## src/hw/rtl/ecrc_pkg.sv

```systemverilog
package ecrc_pkg;

    // Raw buffer depth; the address and count widths below follow from it.
    localparam int BUFFER_DEPTH = 64;
    localparam int ADDR_W       = $clog2(BUFFER_DEPTH);
    localparam int CNT_W        = $clog2(BUFFER_DEPTH + 1);

    localparam logic [7:0] CRC_POLY = 8'h8C;

    localparam logic [7:0] CFG_START_BYTE  = 8'd0;
    localparam logic [7:0] CFG_END_BYTE    = 8'd1;
    localparam logic [7:0] CFG_ESCAPE_BYTE = 8'd2;
    localparam logic [7:0] CFG_ESCAPE_MASK = 8'd3;

    localparam logic [7:0] RST_START_BYTE  = 8'd126;
    localparam logic [7:0] RST_END_BYTE    = 8'd127;
    localparam logic [7:0] RST_ESCAPE_BYTE = 8'd125;
    localparam logic [7:0] RST_ESCAPE_MASK = 8'd32;

    localparam logic [1:0] KIND_HEADER  = 2'd0;
    localparam logic [1:0] KIND_PAYLOAD = 2'd1;
    localparam logic [1:0] KIND_DROP    = 2'd2;

    localparam logic [2:0] CAUSE_NONE         = 3'd0;
    localparam logic [2:0] CAUSE_NO_START     = 3'd1;
    localparam logic [2:0] CAUSE_MULTI_START  = 3'd2;
    localparam logic [2:0] CAUSE_DANGLING_ESC = 3'd3;
    localparam logic [2:0] CAUSE_TOO_SHORT    = 3'd4;
    localparam logic [2:0] CAUSE_BAD_CRC      = 3'd5;

    typedef struct packed {
        logic [7:0] start_byte;
        logic [7:0] end_byte;
        logic [7:0] escape_byte;
        logic [7:0] escape_mask;
    } cfg_t;

    typedef struct packed {
        logic [1:0] kind;
        logic [7:0] frame_id;
        logic [7:0] payload_length;
        logic [7:0] data_byte;
        logic [2:0] drop_cause;
        logic       last;
    } res_t;

    // One byte of the reflected CRC-8, least significant bit first.
    function automatic logic [7:0] crc8_step(input logic [7:0] crc, input logic [7:0] data);
        logic [7:0] c;
        logic [7:0] d;
        logic       mix;
        c = crc;
        d = data;
        for (int k = 0; k < 8; k++) begin
            mix = c[0] ^ d[0];
            c   = {1'b0, c[7:1]};
            if (mix) begin
                c = c ^ CRC_POLY;
            end
            d   = {1'b0, d[7:1]};
        end
        return c;
    endfunction

endpackage

```

## src/hw/rtl/ecrc_walk.sv

```systemverilog
module ecrc_walk
    import ecrc_pkg::*;
(
    input  logic       aclk,
    input  logic       aresetn,
    input  cfg_t       cfg,
    input  logic       in_valid,
    output logic       in_ready,
    input  logic [7:0] in_byte,
    output logic       res_valid,
    input  logic       res_ready,
    output res_t       res
);

    localparam logic [2:0] ST_IDLE      = 3'd0;
    localparam logic [2:0] ST_SCAN_RD   = 3'd1;
    localparam logic [2:0] ST_SCAN_PROC = 3'd2;
    localparam logic [2:0] ST_DECIDE    = 3'd3;
    localparam logic [2:0] ST_EMIT_RD   = 3'd4;
    localparam logic [2:0] ST_EMIT_PROC = 3'd5;

    logic [7:0] mem [BUFFER_DEPTH];
    logic [7:0] rd_data_reg;
    logic              rd_en;
    logic [ADDR_W-1:0] rd_addr;
    logic              wr_en;
    logic [ADDR_W-1:0] wr_addr;

    logic [2:0]       state_reg,     state_next;
    logic [CNT_W-1:0] fill_reg,      fill_next;
    logic [CNT_W-1:0] lens_reg,      lens_next;
    logic [CNT_W-1:0] ptr_reg,       ptr_next;
    logic [CNT_W-1:0] start_pos_reg, start_pos_next;
    logic [CNT_W-1:0] n_reg,         n_next;
    logic [CNT_W-1:0] k_reg,         k_next;
    logic             found_reg,     found_next;
    logic             multi_reg,     multi_next;
    logic             esc_reg,       esc_next;
    logic [7:0]       crc_reg,       crc_next;
    logic [7:0]       prev_reg,      prev_next;
    logic [7:0]       id_reg,        id_next;

    logic [CNT_W-1:0] plen;
    logic             accept;
    logic             is_end;

    assign plen     = n_reg - CNT_W'(2);
    assign in_ready = (state_reg == ST_IDLE);
    assign accept   = in_valid && in_ready;
    assign is_end   = (in_byte == cfg.end_byte);

    always_ff @(posedge aclk) begin
        if (wr_en) begin
            mem[wr_addr] <= in_byte;
        end
        if (rd_en) begin
            rd_data_reg <= mem[rd_addr];
        end
    end

    always_comb begin
        state_next     = state_reg;
        fill_next      = fill_reg;
        lens_next      = lens_reg;
        ptr_next       = ptr_reg;
        start_pos_next = start_pos_reg;
        n_next         = n_reg;
        k_next         = k_reg;
        found_next     = found_reg;
        multi_next     = multi_reg;
        esc_next       = esc_reg;
        crc_next       = crc_reg;
        prev_next      = prev_reg;
        id_next        = id_reg;
        rd_en          = 1'b0;
        rd_addr        = ptr_reg[ADDR_W-1:0];
        wr_en          = 1'b0;
        wr_addr        = fill_reg[ADDR_W-1:0];
        res_valid      = 1'b0;
        res            = '0;

        unique case (state_reg)
            ST_IDLE: begin
                if (accept) begin
                    if (is_end) begin
                        lens_next  = fill_reg;
                        fill_next  = '0;
                        ptr_next   = '0;
                        n_next     = '0;
                        found_next = 1'b0;
                        multi_next = 1'b0;
                        esc_next   = 1'b0;
                        crc_next   = '0;
                        state_next = ST_SCAN_RD;
                    end else begin
                        wr_en = 1'b1;
                        if (fill_reg == CNT_W'(BUFFER_DEPTH)) begin
                            wr_addr   = '0;
                            fill_next = CNT_W'(1);
                        end else begin
                            fill_next = fill_reg + CNT_W'(1);
                        end
                    end
                end
            end
            ST_SCAN_RD: begin
                if (ptr_reg == lens_reg) begin
                    state_next = ST_DECIDE;
                end else begin
                    rd_en      = 1'b1;
                    state_next = ST_SCAN_PROC;
                end
            end
            ST_SCAN_PROC: begin
                // Any start byte after the first one spoils the frame, escaped or not.
                if (!found_reg) begin
                    if (rd_data_reg == cfg.start_byte) begin
                        found_next     = 1'b1;
                        start_pos_next = ptr_reg;
                    end
                end else if (rd_data_reg == cfg.start_byte) begin
                    multi_next = 1'b1;
                end else if (!esc_reg && rd_data_reg == cfg.escape_byte) begin
                    esc_next = 1'b1;
                end else begin
                    esc_next  = 1'b0;
                    prev_next = esc_reg ? (rd_data_reg ^ cfg.escape_mask) : rd_data_reg;
                    n_next    = n_reg + CNT_W'(1);
                    if (n_reg == '0) begin
                        id_next = prev_next;
                    end else begin
                        crc_next = crc8_step(crc_reg, prev_reg);
                    end
                end
                ptr_next   = ptr_reg + CNT_W'(1);
                state_next = ST_SCAN_RD;
            end
            ST_DECIDE: begin
                res_valid = 1'b1;
                res.kind  = KIND_DROP;
                res.last  = 1'b1;
                if (!found_reg) begin
                    res.drop_cause = CAUSE_NO_START;
                end else if (multi_reg) begin
                    res.drop_cause = CAUSE_MULTI_START;
                end else if (esc_reg) begin
                    res.drop_cause = CAUSE_DANGLING_ESC;
                end else if (n_reg < CNT_W'(2)) begin
                    res.drop_cause = CAUSE_TOO_SHORT;
                end else if (crc_reg != prev_reg) begin
                    res.drop_cause = CAUSE_BAD_CRC;
                end else begin
                    res.kind           = KIND_HEADER;
                    res.drop_cause     = CAUSE_NONE;
                    res.frame_id       = id_reg;
                    res.payload_length = 8'(plen);
                    res.last           = (plen == '0);
                end
                if (res_ready) begin
                    if (res.last) begin
                        state_next = ST_IDLE;
                    end else begin
                        ptr_next   = start_pos_reg + CNT_W'(1);
                        k_next     = '0;
                        esc_next   = 1'b0;
                        state_next = ST_EMIT_RD;
                    end
                end
            end
            ST_EMIT_RD: begin
                rd_en      = 1'b1;
                state_next = ST_EMIT_PROC;
            end
            ST_EMIT_PROC: begin
                if (!esc_reg && rd_data_reg == cfg.escape_byte) begin
                    esc_next   = 1'b1;
                    ptr_next   = ptr_reg + CNT_W'(1);
                    state_next = ST_EMIT_RD;
                end else if (k_reg == '0) begin
                    // The first body byte is the id, already reported in the header.
                    esc_next   = 1'b0;
                    k_next     = CNT_W'(1);
                    ptr_next   = ptr_reg + CNT_W'(1);
                    state_next = ST_EMIT_RD;
                end else begin
                    res_valid      = 1'b1;
                    res.kind       = KIND_PAYLOAD;
                    res.frame_id   = id_reg;
                    res.data_byte  = esc_reg ? (rd_data_reg ^ cfg.escape_mask) : rd_data_reg;
                    res.last       = (k_reg == plen);
                    if (res_ready) begin
                        esc_next   = 1'b0;
                        k_next     = k_reg + CNT_W'(1);
                        ptr_next   = ptr_reg + CNT_W'(1);
                        state_next = res.last ? ST_IDLE : ST_EMIT_RD;
                    end
                end
            end
            default: begin
                state_next = ST_IDLE;
            end
        endcase
    end

    always_ff @(posedge aclk) begin
        if (!aresetn) begin
            state_reg <= ST_IDLE;
            fill_reg  <= '0;
        end else begin
            state_reg <= state_next;
            fill_reg  <= fill_next;
        end
        lens_reg      <= lens_next;
        ptr_reg       <= ptr_next;
        start_pos_reg <= start_pos_next;
        n_reg         <= n_next;
        k_reg         <= k_next;
        found_reg     <= found_next;
        multi_reg     <= multi_next;
        esc_reg       <= esc_next;
        crc_reg       <= crc_next;
        prev_reg      <= prev_next;
        id_reg        <= id_next;
    end

    a_end_clears_fill: assert property (@(posedge aclk) disable iff (!aresetn)
        accept && is_end |=> fill_reg == '0)
        else $error("fill count not cleared by end of frame");

    a_fill_bounded: assert property (@(posedge aclk) disable iff (!aresetn)
        fill_reg <= CNT_W'(BUFFER_DEPTH))
        else $error("fill count beyond buffer depth");

    a_last_ends_walk: assert property (@(posedge aclk) disable iff (!aresetn)
        res_valid && res_ready && res.last |=> state_reg == ST_IDLE)
        else $error("walk continued after final result");

    a_no_result_when_idle: assert property (@(posedge aclk) disable iff (!aresetn)
        res_valid |-> !in_ready)
        else $error("result offered while taking input bytes");

endmodule

```

## src/hw/rtl/escaped_frame_rx_crc8_check.sv

```systemverilog
// Channel   Direction  Handshake            Payload
// s_        in         s_valid / s_ready    s_rx_byte
// m_        out        m_valid / m_ready    m_kind, m_frame_id, m_payload_length,
//                                           m_data_byte, m_drop_cause, m_last
// cfg_      in         cfg_valid/cfg_ready  cfg_index, cfg_data
//
// A byte other than the end delimiter is written into the buffer memory when it is accepted.
// An end delimiter over the buffered bytes starts a check of the frame through the single read
// port of the buffer memory, a read state and a process state per buffered byte, then a walk
// from the id to the last payload byte, escapes included; a stalled result channel holds it.
// Reset (aresetn low, synchronous) restores the delimiter and escape registers and empties the buffer.
// The output register lets the next byte be taken while the final result still waits.
module escaped_frame_rx_crc8_check
    import ecrc_pkg::*;
(
    input  logic       aclk,
    input  logic       aresetn,
    input  logic       s_valid,
    output logic       s_ready,
    input  logic [7:0] s_rx_byte,
    output logic       m_valid,
    input  logic       m_ready,
    output logic [1:0] m_kind,
    output logic [7:0] m_frame_id,
    output logic [7:0] m_payload_length,
    output logic [7:0] m_data_byte,
    output logic [2:0] m_drop_cause,
    output logic       m_last,
    input  logic       cfg_valid,
    output logic       cfg_ready,
    input  logic [7:0] cfg_index,
    input  logic [7:0] cfg_data
);

    cfg_t cfg_reg, cfg_next;
    res_t res;
    res_t out_reg;
    logic res_valid;
    logic res_ready;
    logic m_valid_reg, m_valid_next;

    assign cfg_ready = 1'b1;

    always_comb begin
        cfg_next = cfg_reg;
        if (cfg_valid) begin
            unique case (cfg_index)
                CFG_START_BYTE:  cfg_next.start_byte  = cfg_data;
                CFG_END_BYTE:    cfg_next.end_byte    = cfg_data;
                CFG_ESCAPE_BYTE: cfg_next.escape_byte = cfg_data;
                CFG_ESCAPE_MASK: cfg_next.escape_mask = cfg_data;
                default: begin
                end
            endcase
        end
    end

    ecrc_walk u_walk (
        .aclk      (aclk),
        .aresetn   (aresetn),
        .cfg       (cfg_reg),
        .in_valid  (s_valid),
        .in_ready  (s_ready),
        .in_byte   (s_rx_byte),
        .res_valid (res_valid),
        .res_ready (res_ready),
        .res       (res)
    );

    // A new result may enter when the register is empty or its transfer completes now.
    assign res_ready    = !m_valid_reg || m_ready;
    assign m_valid_next = res_valid || (m_valid_reg && !m_ready);

    always_ff @(posedge aclk) begin
        if (!aresetn) begin
            cfg_reg.start_byte  <= RST_START_BYTE;
            cfg_reg.end_byte    <= RST_END_BYTE;
            cfg_reg.escape_byte <= RST_ESCAPE_BYTE;
            cfg_reg.escape_mask <= RST_ESCAPE_MASK;
            m_valid_reg         <= 1'b0;
        end else begin
            cfg_reg     <= cfg_next;
            m_valid_reg <= m_valid_next;
        end
        if (res_valid && res_ready) begin
            out_reg <= res;
        end
    end

    assign m_valid          = m_valid_reg;
    assign m_kind           = out_reg.kind;
    assign m_frame_id       = out_reg.frame_id;
    assign m_payload_length = out_reg.payload_length;
    assign m_data_byte      = out_reg.data_byte;
    assign m_drop_cause     = out_reg.drop_cause;
    assign m_last           = out_reg.last;

endmodule
```

## config.mk

```make
export PLATFORM = sky130hd
export DESIGN_NAME = escaped_frame_rx_crc8_check
export DESIGN_NICKNAME = d
export VERILOG_FILES = /design/src/hw/rtl/ecrc_pkg.sv /design/src/hw/rtl/ecrc_walk.sv /design/src/hw/rtl/escaped_frame_rx_crc8_check.sv
export SDC_FILE = /design/constraint.sdc
export NUM_CORES = 1
export LEC_CHECK = 0
export ABC_AREA = 1
export CAP_MARGIN = 10
export CORE_MARGIN = 5
export CORE_UTILIZATION = 35
export DETAILED_ROUTE_END_ITERATION = 12
export DONT_BUFFER_PORTS = 1
export PLACE_DENSITY = 0.45
export REMOVE_ABC_BUFFERS = 1
export SETUP_SLACK_MARGIN = 0.3
export SLEW_MARGIN = 20
export SYNTH_ARGS = -nofsm -noshare
export SYNTH_HDL_FRONTEND = slang
export SYNTH_SLANG_ARGS = --single-unit
```

## constraint.sdc

```tcl
create_clock -name aclk -period 6.5 [get_ports aclk]
set_input_delay 0 -clock aclk [delete_from_list [all_inputs] [get_ports aclk]]
set_output_delay 0 -clock aclk [all_outputs]
set_load 0.02 [all_outputs]
```

; Word level (Yosys, flattened, before mapping)
; Memory sizes are Yosys's and may differ from the RTL's. A register that Yosys moved wholly into a read port is not among the register bits.
; Cells that the tools add are included.
[op_classes]
eq_ne = 27
n_mux = 134
magnitude_cmp = 1
n_reduce_logical = 39
n_addsub = 6
bitwise_logic = 22
[ops]
columns = op, n
row1 = $mux W8, 50
row2 = $mux W7, 17
row3 = $mux W18, 5
row4 = $add A7 B1 Y7 const B, 5
row5 = $mux W1, 32
row6 = $mux W3, 10
row7 = $pmux W7 S2, 2
row8 = $pmux W7 S4, 1
row9 = $eq A8 B8 Y1, 3
row10 = $mux W6, 4
row11 = $not A2 Y3, 8
row12 = $logic_not A7 Y1, 3
row13 = $pmux W10 S2, 1
row14 = $pmux W3 S6, 1
row15 = $eq A8 B2 Y1 const B, 2
row16 = $ne A2 B2 Y1 const B, 8
row17 = $pmux W8 S2, 1
row18 = $reduce_and A5 Y1, 3
row19 = $eq A7 B7 Y1, 2
row20 = $reduce_and A2 Y1, 6
row21 = $reduce_and A6 Y1, 2
row22 = $mux W10, 1
row23 = $pmux W1 S2, 5
row24 = $mux W9, 1
row25 = 31 further kinds, 56
[word_totals]
output_inout_bits = 33
reg_bits = 135
memories = 1
inputBits = 29
word_cells = 257
ram_bits = 512
[memory_table]
columns = name, depth, width, read_ports, rd_clocked_by_memory_dff, wr, line
row1 = u_walk.mem, 64, 8, 1, 1, 1, ecrc_walk.sv:22  ; logic [7:0] mem [BUFFER_DEPTH];

; Depth between registers and ports, before layout
[logic_depth]
ltp_word = 56
mapped_depth = 15
depth_no_buf = 15

; Hierarchy
; Synthesis repeated with hierarchy kept, for this count alone.
[unflattened]
hier_cells = 2437
area_unflattened_um2 = 27607.7
[by_module_without_submodules]
columns = mod, seq_area_each_um2, cells_each, n_inst, area_per_inst_um2
row1 = ecrc_walk, 17677.0, 2223, 1, 25326.8
row2 = escaped_frame_rx_crc8_check, 1561.5, 214, 1, 2280.9

; Worst setup path after synthesis
; OpenSTA, ideal clock, no wires.
[synth_timing]
kind = reg-to-reg
start = reg u_walk.k_reg[0]
end = reg out_reg, in the netlist m_data_byte[0] (enable)
path_buffers = 0
arrival_ns = 2.517
path_stages_with_launch = 8
t_required_ns = 6.075
period_less_slack_ns = 2.942
setup_ns = 0.425
slack_ns = 3.558
cell_sequence = edfxtp_1 -> inv_1 -> ha_1 -> nand4_1 -> nand2_2 -> inv_1 -> nand2_4 -> a21oi_1
[synth_via]
elab_chain_len = 5
[synth_lines]
columns = element, line
row1 = "start, declared", ecrc_walk.sv:35  ; logic [CNT_W-1:0] k_reg, k_next;
row2 = "start signal, assigned", ecrc_walk.sv:217  ; k_reg <= k_next;
row3 = $logic_not A7 Y1, ecrc_walk.sv:179  ; end else if (k_reg == '0) begin
row4 = $mux W1, ecrc_walk.sv:179
row5 = $mux W1, ecrc_walk.sv:175  ; if (!esc_reg && rd_data_reg == cfg.escape_byte) begin
row6 = $pmux W1 S2, ecrc_walk.sv:82  ; unique case (state_reg)
row7 = $logic_and A1 B1 Y1, escaped_frame_rx_crc8_check.sv:85  ; if (res_valid && res_ready) begin
row8 = "end signal, assigned", escaped_frame_rx_crc8_check.sv:86  ; out_reg <= res;
row9 = "end, declared", escaped_frame_rx_crc8_check.sv:37  ; res_t out_reg;
; No other way between the ends.
; A chain may end at the register's enable or synchronous reset.

; Worst setup path after layout
[layout_timing]
start = reg u_walk.ptr_reg[0]
end = reg u_walk.rd_data_reg[5], read port of u_walk.mem (data pin)
[layout_via]
elab_chain_len = 3
[layout_lines]
columns = element, line
row1 = "start, declared", ecrc_walk.sv:32  ; logic [CNT_W-1:0] ptr_reg, ptr_next;
row2 = "start signal, assigned", ecrc_walk.sv:214  ; ptr_reg <= ptr_next;
row3 = $eq A7 B7 Y1, ecrc_walk.sv:107  ; if (ptr_reg == lens_reg) begin
row4 = $mux W1, ecrc_walk.sv:107
row5 = $pmux W1 S2, ecrc_walk.sv:82
row6 = "end, declared", ecrc_walk.sv:23  ; logic [7:0] rd_data_reg;
; Parallel ways exist; a longest one is shown, timed or not.

==> reports/results.ini <==
[critical_path]
worstReg2RegEnd=u_walk.rd_data_reg[5]
rr_startpoint=u_walk.ptr_reg[0]
critPathLaunchType=flip-flop
crit_start=u_walk.ptr_reg[0]
reg2reg_slack_ns=2.93
critPathArrivalTime_ns=3.93
r2r_cells=11
crit_type=reg2reg
cp.required_ns=6.85
crit_fanout=95
critPathCaptureType=flip-flop

[worst_hold_path]
hold_depth=3
min_to=cfg_reg[25]
worstHoldStart=cfg_data[1]
hold_path.class=in2reg

[power_and_ir_drop]
cellLeakagePower_nw=10.6
power.switching_mw=1.77
p_seq_share_pct=52.5
clkPwrFrac_pct=45.7
p_comb_share_pct=1.8
switching_share_pct=20.2
p_int_mw=7.00
power_density_nw_per_um2=281
ir_drop_mv=0.176

[drt]
wl_um=75900
vias_per_cell=5.17
drt-wirelength-per-cell_um=21.9
first_pass_iters=5
ant_nets=0
drtIter0Drc=1546
vias=17900
drc=0

[sta]
min_period_ns=3.57
timing.final.hold_violations=0
fin_crit_sh_pct=55.0
rsz0062_at_grt=no
tightest_slew_ns=0.953
setup_violations=0
slew_violations=0
fmax_mhz=280
skew_ns=0.0203
relSlewSlack_pct=36.5
setup_tns_ns=0

[final_layout]
area_growth_pct=13.8
finalInstanceArea_um2=31200
drive_gt1_share_pct=7.65
fillers=7469
largest_reg_flops=512
insertedDiodeCount=0
nets=2420

[clock_network]
cts_resized=0
htreeDepth=3
clk_latency_ns=0.60
cts_root_buf=clkbuf_16
numCtsBuffers=73
cts_sinks=654
cts_tree=yes
clk_pin_slew_ns=0.06
cts_setup_buffers=0
clockBufferDepth=3

[die]
die_area_um2=84000
chipWidth_um=290
coreArea_um2=77600
row_count=102
initial_core_util_pct=35.3
die_h_um=290
ios=62

[placed_design]
gp_congestion=0.805
hpwlAfterDp_um=44100
portBuffers=0
place_area_um2=28300

[yosys]
synth_edf_count=611
synth-seq-cells=654
ys.flop_type=edfxtp_1
netlist_instances=2367
syn_area_um2=27400
syn_area_per_cell_um2=11.6
yosysSeqAreaShare_pct=70.1
ys_types=48
async_flop_share_pct=0
ys_warn_count=0

[global_route]
grt_max_degree=181
grt_pass1_wl_um=113000
antenna_found_initial=0
grt_overflow_total=0
grt_pass1_vias=17600
grt_usage_pct=17.4

[outcome]
outcome=complete, no violations

[job]
maxCapViolCount=0

-- metal layers --
layer	GRT usage (%)	part of all wire [%]	vias to the layer above
met5	0	0	-
met4	5.58	3.4	0
met3	2.84	4.9	122
met2	29.2	48	500
met1	23.3	44	8899
li1	-	-	8422
-- area by class of cell --
type | count | area [um^2] | share of cell area, %
Clock buffer | 94 | 1960 | 6.28
Clock inverter | 32 | 320 | 1.03
Inverter | 127 | 483 | 1.55
Multi-Input combinational cell | 1461 | 7160 | 22.9
Sequential cell | 654 | 19200 | 61.6
Tap cell | 1040 | 1300 | 4.17
Timing Repair Buffer | 64 | 761 | 2.44
-- synthesized netlist by cell type, drive strengths merged, types with 2 or more instances --
master / instances / area [um^2]
xnor2: 23 / 201
or2: 5 / 31.3
conb: 2 / 7.51
inv: 125 / 469
o22ai: 132 / 826
clkinv: 2 / 7.51
clkbuf: 72 / 275
edfxtp: 611 / 18300
o211ai: 21 / 158
nor3b: 4 / 35.0
nor4: 5 / 43.8
nand2: 281 / 1110
a31oi: 2 / 12.5
xor2: 25 / 219
buf: 53 / 329
o21a: 3 / 22.5
ha: 10 / 125
nor3: 14 / 75.1
nand4: 5 / 31.3
nor2: 461 / 1780
nand3: 46 / 278
a21oi: 71 / 393
dfxtp: 43 / 861
o21ai: 347 / 1740
-- power by group through the flow --
stage	Combinational [mW]	Clock (mW)	Sequential [mW]
global route	0.171	4.27	4.60
detailed placement	0.0625	0	4.69
finish	0.160	4.00	4.60
global placement	0.0618	0	4.69
floorplan	0.0373	0	4.69
CTS	0.161	4.10	4.60
-- cells in the final DEF, fill, tap and decap left out, types with 13 or more instances in the layout --
cell type	count
a21oi_1	66
buf_4	16
clkbuf_1	18
clkbuf_16	75
clkinv_2	13
dfxtp_1	43
dlygate4sd3_1	38
edfxtp_1	611
inv_1	112
nand2_1	268
nand3_1	38
nor2_1	451
o211ai_1	21
o21ai_0	278
o21ai_1	68
o22ai_1	132
xnor2_1	23
xor2_1	25
-- critical path, stage by stage, from the launching register on --
cell and delay, ns:
edfxtp_1 0.33, buf_4 0.66, inv_6 0.47, buf_4 0.48, o21ai_0 0.27, o22ai_1 0.11
nand2_1 0.15, nand2_1 0.10, a21oi_1 0.33, o21ai_1 0.12, nand3_1 0.12, nand2_1 0.08
-- metrics by stage --
step	instances	hold WS (ns)	setup WS [ns]	total power, mW	utilization, %
after floorplan	2242	0.0841	-2.45	4.73	-
after detailed placement	3299	0.0971	2.84	4.75	36.4
final	3472	0.0483	2.93	8.77	40.2
after global placement	3299	0.0916	2.83	4.75	36.4
after CTS	3472	0.00279	2.79	8.87	40.2
after global routing	3472	0.0354	2.57	9.04	40.2
-- repair_timing --
action	in CTS	in global routing
setup endpoints to repair	0	0
hold buffers	47	0
hold endpoints to repair	557	0
-- worst max path at each step --
stage | slack [ns] | end | cells past startpoint
2_1_floorplan | -2.45 | u_walk.rd_data_reg[0] | 5
3_3_place_gp | 2.83 | u_walk.rd_data_reg[0] | 9
3_5_place_dp | 2.84 | u_walk.rd_data_reg[0] | 10
4_1_cts | 2.79 | u_walk.rd_data_reg[4] | 10
5_1_grt | 2.57 | u_walk.rd_data_reg[5] | 11
6_report | 2.93 | u_walk.rd_data_reg[5] | 11
-- cell families (layout without fill, tap and decap cells) --
| family | Yosys count | after routing | share of synthesized area (%) |
|---|---|---|---|
| simple gates | 823 | 823 | 12.4 |
| flops | 654 | 654 | 70.1 |
| compound gates | 577 | 577 | 11.5 |
| buf+inv | 252 | 317 | 3.94 |
| xor+xnor | 48 | 48 | 1.53 |
| fa+ha+maj | 10 | 10 | 0.456 |
| other cells | 2 | 2 | 0.0274 |
| mux | 1 | 1 | 0.0365 |
Note: power is estimated with default switching activity, not from simulation.
